$ cat src/hw/rtl/ais_pkg.sv
`default_nettype none

package ais_pkg;

    // characters the scanner reacts to
    localparam logic [7:0] CH_NUL   = 8'h00;
    localparam logic [7:0] CH_0     = 8'h30;
    localparam logic [7:0] CH_9     = 8'h39;
    localparam logic [7:0] CH_LA    = 8'h61;
    localparam logic [7:0] CH_LF    = 8'h66;
    localparam logic [7:0] CH_UA    = 8'h41;
    localparam logic [7:0] CH_UF    = 8'h46;
    localparam logic [7:0] CH_LX    = 8'h78;
    localparam logic [7:0] CH_UX    = 8'h58;
    localparam logic [7:0] CH_MINUS = 8'h2d;

    typedef logic [1:0] t_cfg_idx;

    localparam t_cfg_idx CFG_DECIMAL_MODE     = 2'd0;
    localparam t_cfg_idx CFG_SKIP_LEADING     = 2'd1;
    localparam t_cfg_idx CFG_SIGNED_NOT_FOUND = 2'd2;

    typedef struct packed {
        logic decimal_mode;
        logic skip_leading;
        logic signed_not_found;
    } t_cfg;

    typedef struct packed {
        logic [7:0] ch;
        logic       start_req;
    } t_item;

    typedef struct packed {
        logic       ok;
        logic [3:0] val;
    } t_digit;

    // digit value of c; hex letters only when hex is set
    function automatic t_digit digit_of(logic [7:0] c, logic hex);
        t_digit d;
        d.ok  = 1'b0;
        d.val = 4'd0;
        if (c >= CH_0 && c <= CH_9) begin
            d.ok  = 1'b1;
            d.val = c[3:0];
        end else if (hex && ((c >= CH_LA && c <= CH_LF) || (c >= CH_UA && c <= CH_UF))) begin
            // 'a'/'A' have low nibble 1
            d.ok  = 1'b1;
            d.val = c[3:0] + 4'd9;
        end
        return d;
    endfunction

endpackage

`default_nettype wire

$ cat src/hw/rtl/ais_in_stage.sv
`default_nettype none

module ais_in_stage (
    input  wire logic          i_clk,
    input  wire logic          i_rst_n,
    input  wire logic          i_valid,
    output logic               o_ready,
    input  wire ais_pkg::t_item i_item,
    output logic               o_valid,
    output ais_pkg::t_item     o_item,
    input  wire logic          i_take
);

    logic           r_valid;
    ais_pkg::t_item r_item;

    // slot frees in the same cycle the scan stage takes the held item
    assign o_ready = i_rst_n && (!r_valid || i_take);
    assign o_valid = r_valid;
    assign o_item  = r_item;

    always_ff @(posedge i_clk) begin
        if (!i_rst_n) begin
            r_valid <= 1'b0;
        end else if (i_valid && o_ready) begin
            r_valid <= 1'b1;
            r_item  <= i_item;
        end else if (i_take) begin
            r_valid <= 1'b0;
        end
    end

endmodule

`default_nettype wire

$ cat src/hw/rtl/ais_scan.sv
`default_nettype none

module ais_scan #(
    parameter int VALUE_BITS = 32,
    parameter int COUNT_MAX  = 255
) (
    input  wire logic            i_clk,
    input  wire logic            i_rst_n,
    input  wire ais_pkg::t_cfg   i_cfg,
    input  wire logic            i_valid,
    input  wire ais_pkg::t_item  i_item,
    output logic                 o_take,
    output logic                 o_valid,
    input  wire logic            i_ready,
    output logic [VALUE_BITS-1:0] o_value,
    output logic                 o_found,
    output logic [7:0]           o_consumed
);

    localparam int CNT_RAW = $clog2(COUNT_MAX + 1);
    localparam int CNT_W   = (CNT_RAW > 8) ? CNT_RAW : 8;

    typedef enum logic [1:0] {
        PH_IDLE,
        PH_SKIP,
        PH_SCAN
    } t_phase;

    t_phase                r_phase, b_phase, n_phase;
    logic [VALUE_BITS-1:0] r_acc, b_acc, n_acc;
    logic                  r_neg, b_neg, n_neg;
    logic                  r_found, b_found, n_found;
    logic                  r_hex, b_hex, n_hex;
    logic [CNT_W-1:0]      r_cnt, b_cnt, n_cnt;
    logic                  n_emit;

    logic                  r_out_valid;
    logic [VALUE_BITS-1:0] r_value;
    logic                  r_res_found;
    logic [7:0]            r_consumed;

    ais_pkg::t_digit       dig;
    logic                  is_nul, is_minus, is_x;
    logic [CNT_W-1:0]      cnt_inc;
    logic [VALUE_BITS-1:0] prod, acc_step, res_val;

    assign o_take     = i_valid && (!r_out_valid || i_ready);
    assign o_valid    = r_out_valid;
    assign o_value    = r_value;
    assign o_found    = r_res_found;
    assign o_consumed = r_consumed;

    always_comb begin
        b_phase = r_phase;
        b_acc   = r_acc;
        b_neg   = r_neg;
        b_found = r_found;
        b_hex   = r_hex;
        b_cnt   = r_cnt;
        // a start drops whatever scan was open
        if (i_item.start_req) begin
            b_phase = i_cfg.skip_leading ? PH_SKIP : PH_SCAN;
            b_acc   = '0;
            b_neg   = 1'b0;
            b_found = 1'b0;
            b_hex   = !i_cfg.decimal_mode;
            b_cnt   = '0;
        end

        dig      = ais_pkg::digit_of(i_item.ch, b_hex);
        is_nul   = (i_item.ch == ais_pkg::CH_NUL);
        is_minus = (i_item.ch == ais_pkg::CH_MINUS);
        is_x     = (i_item.ch == ais_pkg::CH_LX) || (i_item.ch == ais_pkg::CH_UX);
        cnt_inc  = (b_cnt < CNT_W'(COUNT_MAX)) ? b_cnt + CNT_W'(1) : b_cnt;
        // x10 as shift-add, x16 as shift
        prod     = b_hex ? (b_acc << 4) : ((b_acc << 3) + (b_acc << 1));
        acc_step = prod + VALUE_BITS'(dig.val);

        if (b_found) begin
            res_val = b_neg ? ('0 - b_acc) : b_acc;
        end else if (i_cfg.signed_not_found) begin
            res_val = {1'b1, {(VALUE_BITS-1){1'b0}}};
        end else begin
            res_val = '1;
        end

        n_phase = b_phase;
        n_acc   = b_acc;
        n_neg   = b_neg;
        n_found = b_found;
        n_hex   = b_hex;
        n_cnt   = b_cnt;
        n_emit  = 1'b0;

        unique case (b_phase)
            PH_SKIP, PH_SCAN: begin
                if (b_phase == PH_SKIP && !is_nul && !dig.ok && !is_minus) begin
                    n_cnt = cnt_inc;
                end else if (is_nul) begin
                    n_emit  = 1'b1;
                end else if (dig.ok) begin
                    n_acc   = acc_step;
                    n_found = 1'b1;
                    n_cnt   = cnt_inc;
                    n_phase = PH_SCAN;
                end else if (b_acc != '0) begin
                    n_emit  = 1'b1;
                end else if (is_x) begin
                    // value is zero here, so the product stays zero
                    n_hex   = 1'b1;
                    n_acc   = acc_step;
                    n_found = 1'b1;
                    n_cnt   = cnt_inc;
                    n_phase = PH_SCAN;
                end else if (is_minus) begin
                    n_neg   = 1'b1;
                    n_acc   = acc_step;
                    n_found = 1'b1;
                    n_cnt   = cnt_inc;
                    n_phase = PH_SCAN;
                end else begin
                    n_emit  = 1'b1;
                end
                if (n_emit) begin
                    n_phase = PH_IDLE;
                end
            end
            default: begin
                n_phase = PH_IDLE;
            end
        endcase
    end

    always_ff @(posedge i_clk) begin
        if (!i_rst_n) begin
            r_phase     <= PH_IDLE;
            r_acc       <= '0;
            r_neg       <= 1'b0;
            r_found     <= 1'b0;
            r_hex       <= 1'b0;
            r_cnt       <= '0;
            r_out_valid <= 1'b0;
        end else begin
            if (o_take) begin
                r_phase <= n_phase;
                r_acc   <= n_acc;
                r_neg   <= n_neg;
                r_found <= n_found;
                r_hex   <= n_hex;
                r_cnt   <= n_cnt;
            end
            if (o_take && n_emit) begin
                r_out_valid <= 1'b1;
                r_value     <= res_val;
                r_res_found <= b_found;
                r_consumed  <= b_cnt[7:0];
            end else if (i_ready) begin
                r_out_valid <= 1'b0;
            end
        end
    end

endmodule

`default_nettype wire

$ cat src/hw/rtl/ascii_integer_scanner_core.sv
`default_nettype none

// Integer scanner: takes one character per item on s_axis and, when a scan
// ends, emits one item on m_axis holding the value, the found flag and the
// count of consumed characters. An input register feeds a single scan stage
// (one shift-add per character) whose result lands in an output register, and
// one character can be accepted each cycle unless m_axis stalls while both
// registers hold an item. When both registers hold an item, s_axis_tready
// follows m_axis_tready. Base and skip choice are sampled on the start item;
// the not-found code is chosen when the result is produced. Configuration
// writes are taken at once.
module ascii_integer_scanner_core #(
    parameter int VALUE_BITS = 32,
    parameter int COUNT_MAX  = 255
) (
    input  wire logic   i_clk,
    input  wire logic   i_rst_n,
    input  wire logic   s_axis_tvalid,
    output logic        s_axis_tready,
    input  wire logic [7:0] s_axis_tdata,   // [7:0] ch
    input  wire logic   s_axis_tuser,       // [0] start_req
    output logic        m_axis_tvalid,
    input  wire logic   m_axis_tready,
    output logic [((VALUE_BITS + 8 + 7) / 8) * 8 - 1:0] m_axis_tdata, // value, consumed, zero pad
    output logic        m_axis_tuser,       // [0] found
    input  wire logic   i_cfg_valid,
    output logic        o_cfg_ready,
    input  wire ais_pkg::t_cfg_idx i_cfg_index,
    input  wire logic   i_cfg_data
);

    localparam int OUT_W = ((VALUE_BITS + 8 + 7) / 8) * 8;

    ais_pkg::t_cfg         r_cfg;
    ais_pkg::t_item        in_item, st_item;
    logic                  st_valid, st_take;
    logic [VALUE_BITS-1:0] res_value;
    logic [7:0]            res_consumed;

    assign o_cfg_ready       = i_rst_n;
    assign in_item.ch        = s_axis_tdata;
    assign in_item.start_req = s_axis_tuser;

    always_ff @(posedge i_clk) begin
        if (!i_rst_n) begin
            r_cfg.decimal_mode     <= 1'b1;
            r_cfg.skip_leading     <= 1'b1;
            r_cfg.signed_not_found <= 1'b0;
        end else if (i_cfg_valid) begin
            unique case (i_cfg_index)
                ais_pkg::CFG_DECIMAL_MODE:     r_cfg.decimal_mode     <= i_cfg_data;
                ais_pkg::CFG_SKIP_LEADING:     r_cfg.skip_leading     <= i_cfg_data;
                ais_pkg::CFG_SIGNED_NOT_FOUND: r_cfg.signed_not_found <= i_cfg_data;
                default: ;
            endcase
        end
    end

    ais_in_stage u_in_stage (
        .i_clk   (i_clk),
        .i_rst_n (i_rst_n),
        .i_valid (s_axis_tvalid),
        .o_ready (s_axis_tready),
        .i_item  (in_item),
        .o_valid (st_valid),
        .o_item  (st_item),
        .i_take  (st_take)
    );

    ais_scan #(
        .VALUE_BITS (VALUE_BITS),
        .COUNT_MAX  (COUNT_MAX)
    ) u_scan (
        .i_clk      (i_clk),
        .i_rst_n    (i_rst_n),
        .i_cfg      (r_cfg),
        .i_valid    (st_valid),
        .i_item     (st_item),
        .o_take     (st_take),
        .o_valid    (m_axis_tvalid),
        .i_ready    (m_axis_tready),
        .o_value    (res_value),
        .o_found    (m_axis_tuser),
        .o_consumed (res_consumed)
    );

    assign m_axis_tdata = OUT_W'({res_consumed, res_value});

endmodule

`default_nettype wire

$ cat config.mk
export PLATFORM = sky130hd
export DESIGN_NAME = ascii_integer_scanner_core
export DESIGN_NICKNAME = d
export VERILOG_FILES = /design/src/hw/rtl/ais_pkg.sv /design/src/hw/rtl/ais_in_stage.sv /design/src/hw/rtl/ais_scan.sv /design/src/hw/rtl/ascii_integer_scanner_core.sv
export SDC_FILE = /design/constraint.sdc
export NUM_CORES = 1
export LEC_CHECK = 0
export ABC_AREA = 1
export BUFFER_PORTS_ARGS = -buffer_cell sky130_fd_sc_hd__buf_4
export CAP_MARGIN = 20
export CORE_MARGIN = 1
export CORE_UTILIZATION = 45
export CTS_CLUSTER_DIAMETER = 60
export DETAILED_ROUTE_END_ITERATION = 6
export GPL_TIMING_DRIVEN = 0
export PLACE_DENSITY = 0.59
export SYNTH_ARGS = -nofsm -noshare
export SYNTH_HDL_FRONTEND = slang
export SYNTH_SLANG_ARGS = --single-unit
$ cat constraint.sdc
create_clock -name i_clk -period 10.7 [get_ports i_clk]
set_clock_uncertainty 0.15 [all_clocks]
set_input_delay 1.605 -clock i_clk [delete_from_list [all_inputs] [get_ports i_clk]]
set_output_delay 1.605 -clock i_clk [all_outputs]
set_load 0.1 [all_outputs]
==> results.toml <==
[sta]
max_freq_mhz = 203.5
rsz0062_at_grt = "no"
fin_crit_ps = 4915
min_period_over_period_pct = 45.93
setup_viol = 0
hold_viol_final = 0
setup_tns_ps = 0
timing.final.ws_setup_ps = 5785
max_slew_margin_pct = 40.05
slew_viol_final = 0
tightestPinTransition_ps = 891.0

[setup_path]
startpoint_type = "flop"
worst_setup_path_end_kind = "flop"
crit_slowest_cell = "fa_1"
slowest_delay_ps = 470
critical_path_class = "reg2reg"
cp_max_fo = 10
crit_buf_inv = 3
rr_endpoint = "u_scan.r_acc[31]"
reg2reg_from = "u_in_stage.o_item[0]"
crit_arrival_ps = 5050
critPathMostFrequentCell = "nand2_1"
r2r_slack_ps = 5790
cp.required_ps = 10830
rr_worst_depth = 26
critPathTopFamily = "simple AND/OR/NAND/NOR gates"

[yosys]
postSynthCellCount = 1485
yosys.area.top_type_share_pct = 18.25
yosys-top-cells-area = "nand2_1 (18%), edfxtp_1 (16%), dfxtp_1 (11%)"
synth_enable_flop_cells = 50
yosysSeqAreaShare_pct = 27.09
ys_ff_latch = 100
synth_cell_types = 52
syn_avg_cell_area_sq_um = 6.220
synth_nets = 1521
ys_warn_count = 0
yosysTopAreaCell = "nand2_1"
ys.flop_type = "edfxtp_1"
async_reset_ff_share_pct = 0
netlist_area_sq_mm = 0.009236

[finish]
synthToLayoutAreaGrowth_pct = 12.02
layout_commonest_cell = "nand2_1"
drive_gt1_share_pct = 13.25
fin_cells = 1832
layout_common_cells = "nand2_1 (449), inv_1 (163), nand3_1 (133)"
nets = 1593
antenna_cells = 0

[drt]
wl_mm = 33.28
drt_iter0_markers = 959
routedWlPerCell_um = 18.17
vias = 10200
drt-vias-per-instance = 5.567
first_pass_iters = 5
ant_nets = 0
drc = 0

[cts]
clk_pin_slew_ps = 70
clk_latency_ps = 350
root_buffer = "clkbuf_16"
cts_hold_buf = 0
htreeDepth = 3
clockBufferDepth = 2
post-cts-setup-buffers = 0
cts-resized-gates = 0
cts.sinks = 100
cts_buffers = 9
cts_tree = "done"

[hold_path]
worstHoldStart = "u_scan.r_acc[30]"
holdPathEnd = "u_scan.r_acc[30]"
hp-class = "reg2reg"
hold_depth = 2

[place]
portBuffers = 60
dp_hpwl_mm = 26.84
preCtsSetupSlack_ps = 5868
placed_cells = 1816
place_congestion = 0.9675

[power]
vdd_drop_max_mv = 0.06306
leakagePower_nw = 4.563
cellPowerDensity_mw_per_mm2 = 93.18

[floorplanning]
io_pins = 61
die_h_um = 145.3
num_rows = 52
die_w_um = 145.3
initial_utilization_pct = 45.79
core_sq_mm = 0.02017
dieArea_sq_mm = 0.02110

[global_routing]
grt_overflow = 0
antenna_found_initial = 0
grt_pass1_wl_mm = 50.89
grt_pass1_vias = 9335
grt_start_max_net_pins = 36
track_usage_pct = 31.26

[flow_run]
cap_violations = 0

[run_status]
status = "finished, final reports clean"
[final cells by class]
class,instances,area (sq um)
clock buffer,11,232.7
clock inverter,5,61.31
buffer,45,262.8
timing repair buffer,61,470.5
sequential,100,2502
tap,270,337.8
multi-input combinational,1153,5774
fill,2165,9823
inverter,187,704.4
[Yosys cell counts, types with 3 or more instances]
cell type / number
a21oi_1: 106
a31oi_1: 8
and2_1: 3
buf_2: 7
buf_6: 6
clkbuf_1: 26
dfxtp_1: 50
edfxtp_1: 50
ha_1: 18
inv_1: 163
inv_2: 22
nand2_1: 449
nand2_2: 35
nand2_4: 7
nand3_1: 133
nand3_2: 4
nand4_1: 23
nor2_1: 130
nor2_2: 19
nor2_4: 7
nor3_1: 19
nor3_2: 4
nor4_1: 3
o211ai_1: 20
o21a_1: 4
o21ai_0: 76
o21ai_1: 18
o21ai_2: 4
o21bai_1: 9
o221ai_1: 5
o31ai_1: 7
xnor2_1: 5
xor2_1: 19
[sequential cells by signal, indices dropped and copies added, names as in the netlist]
name	flops
u_scan.o_consumed	8
r_cfg	3
u_scan.r_phase	2
u_in_stage.o_item	9
u_scan.r_hex	1
u_scan.o_found	1
u_scan.r_acc	32
u_scan.r_neg	1
u_scan.o_valid	1
u_scan.r_cnt	8
u_scan.o_value	32
u_in_stage.o_valid	1
u_scan.r_found	1
[power by group]
group	internal, mW	switching, mW	total (mW)
Sequential	0.414	0.0118	0.426
Clock	0.183	0.148	0.331
Combinational	0.0551	0.152	0.208
[layer usage]
metal / global-route usage (%) / part of all wire (%) / wire, um / vias to the layer above
met3: 4.811 / 7.1 / 2364 / 71
met5: 0 / 0 / 0 / -
li1: - / - / - / 5023
met1: 42.07 / 44 / 14700 / 4705
met2: 50.75 / 45 / 15090 / 400
met4: 10.89 / 3.4 / 1124 / 0
[cells by family after synthesis]
family,synth area share (%)
buffers and inverters,10.47
DFF,27.09
and+or+nand+nor,41.15
xor gates and xnor gates,2.276
AOI/OAI and AO/OA,16.35
adders and majority gates,2.655
[metrics by stage]
stage / util, % / hold WS, ps / instance area [sq um] / total power [mW]
after CTS: 51.30 / 316.2 / 10350 / 0.9635
after global placement: 49.70 / 301.0 / 10020 / 0.6361
after detailed placement: 49.84 / 305.9 / 10050 / 0.6371
after floorplan: - / 279.7 / 9236 / 0.5745
final: 51.30 / 313.6 / 10350 / 0.9640
after global routing: 51.30 / 335.7 / 10350 / 0.9991
[worst max-delay path by stage]
stage / startpoint / endpoint / slack (ps) / cells after the start
2_1_floorplan: m_axis_tready / u_scan.o_consumed[0] / 6190 / 6
3_3_place_gp: u_in_stage.o_item[0] / u_scan.o_value[29] / 4980 / 19
3_5_place_dp: u_in_stage.o_item[1] / u_scan.r_acc[31] / 5870 / 29
4_1_cts: u_in_stage.o_item[1] / u_scan.r_acc[31] / 5840 / 29
5_1_grt: u_in_stage.o_item[1] / u_scan.r_acc[31] / 5400 / 29
6_report: u_in_stage.o_item[0] / u_scan.r_acc[31] / 5790 / 26
[tightest hold or removal path: stages (launching register included)]
cell and delay, ps:
dfxtp_1 310, nand2_1 60, a21oi_1 50
Power figures use the tool's default switching activity.
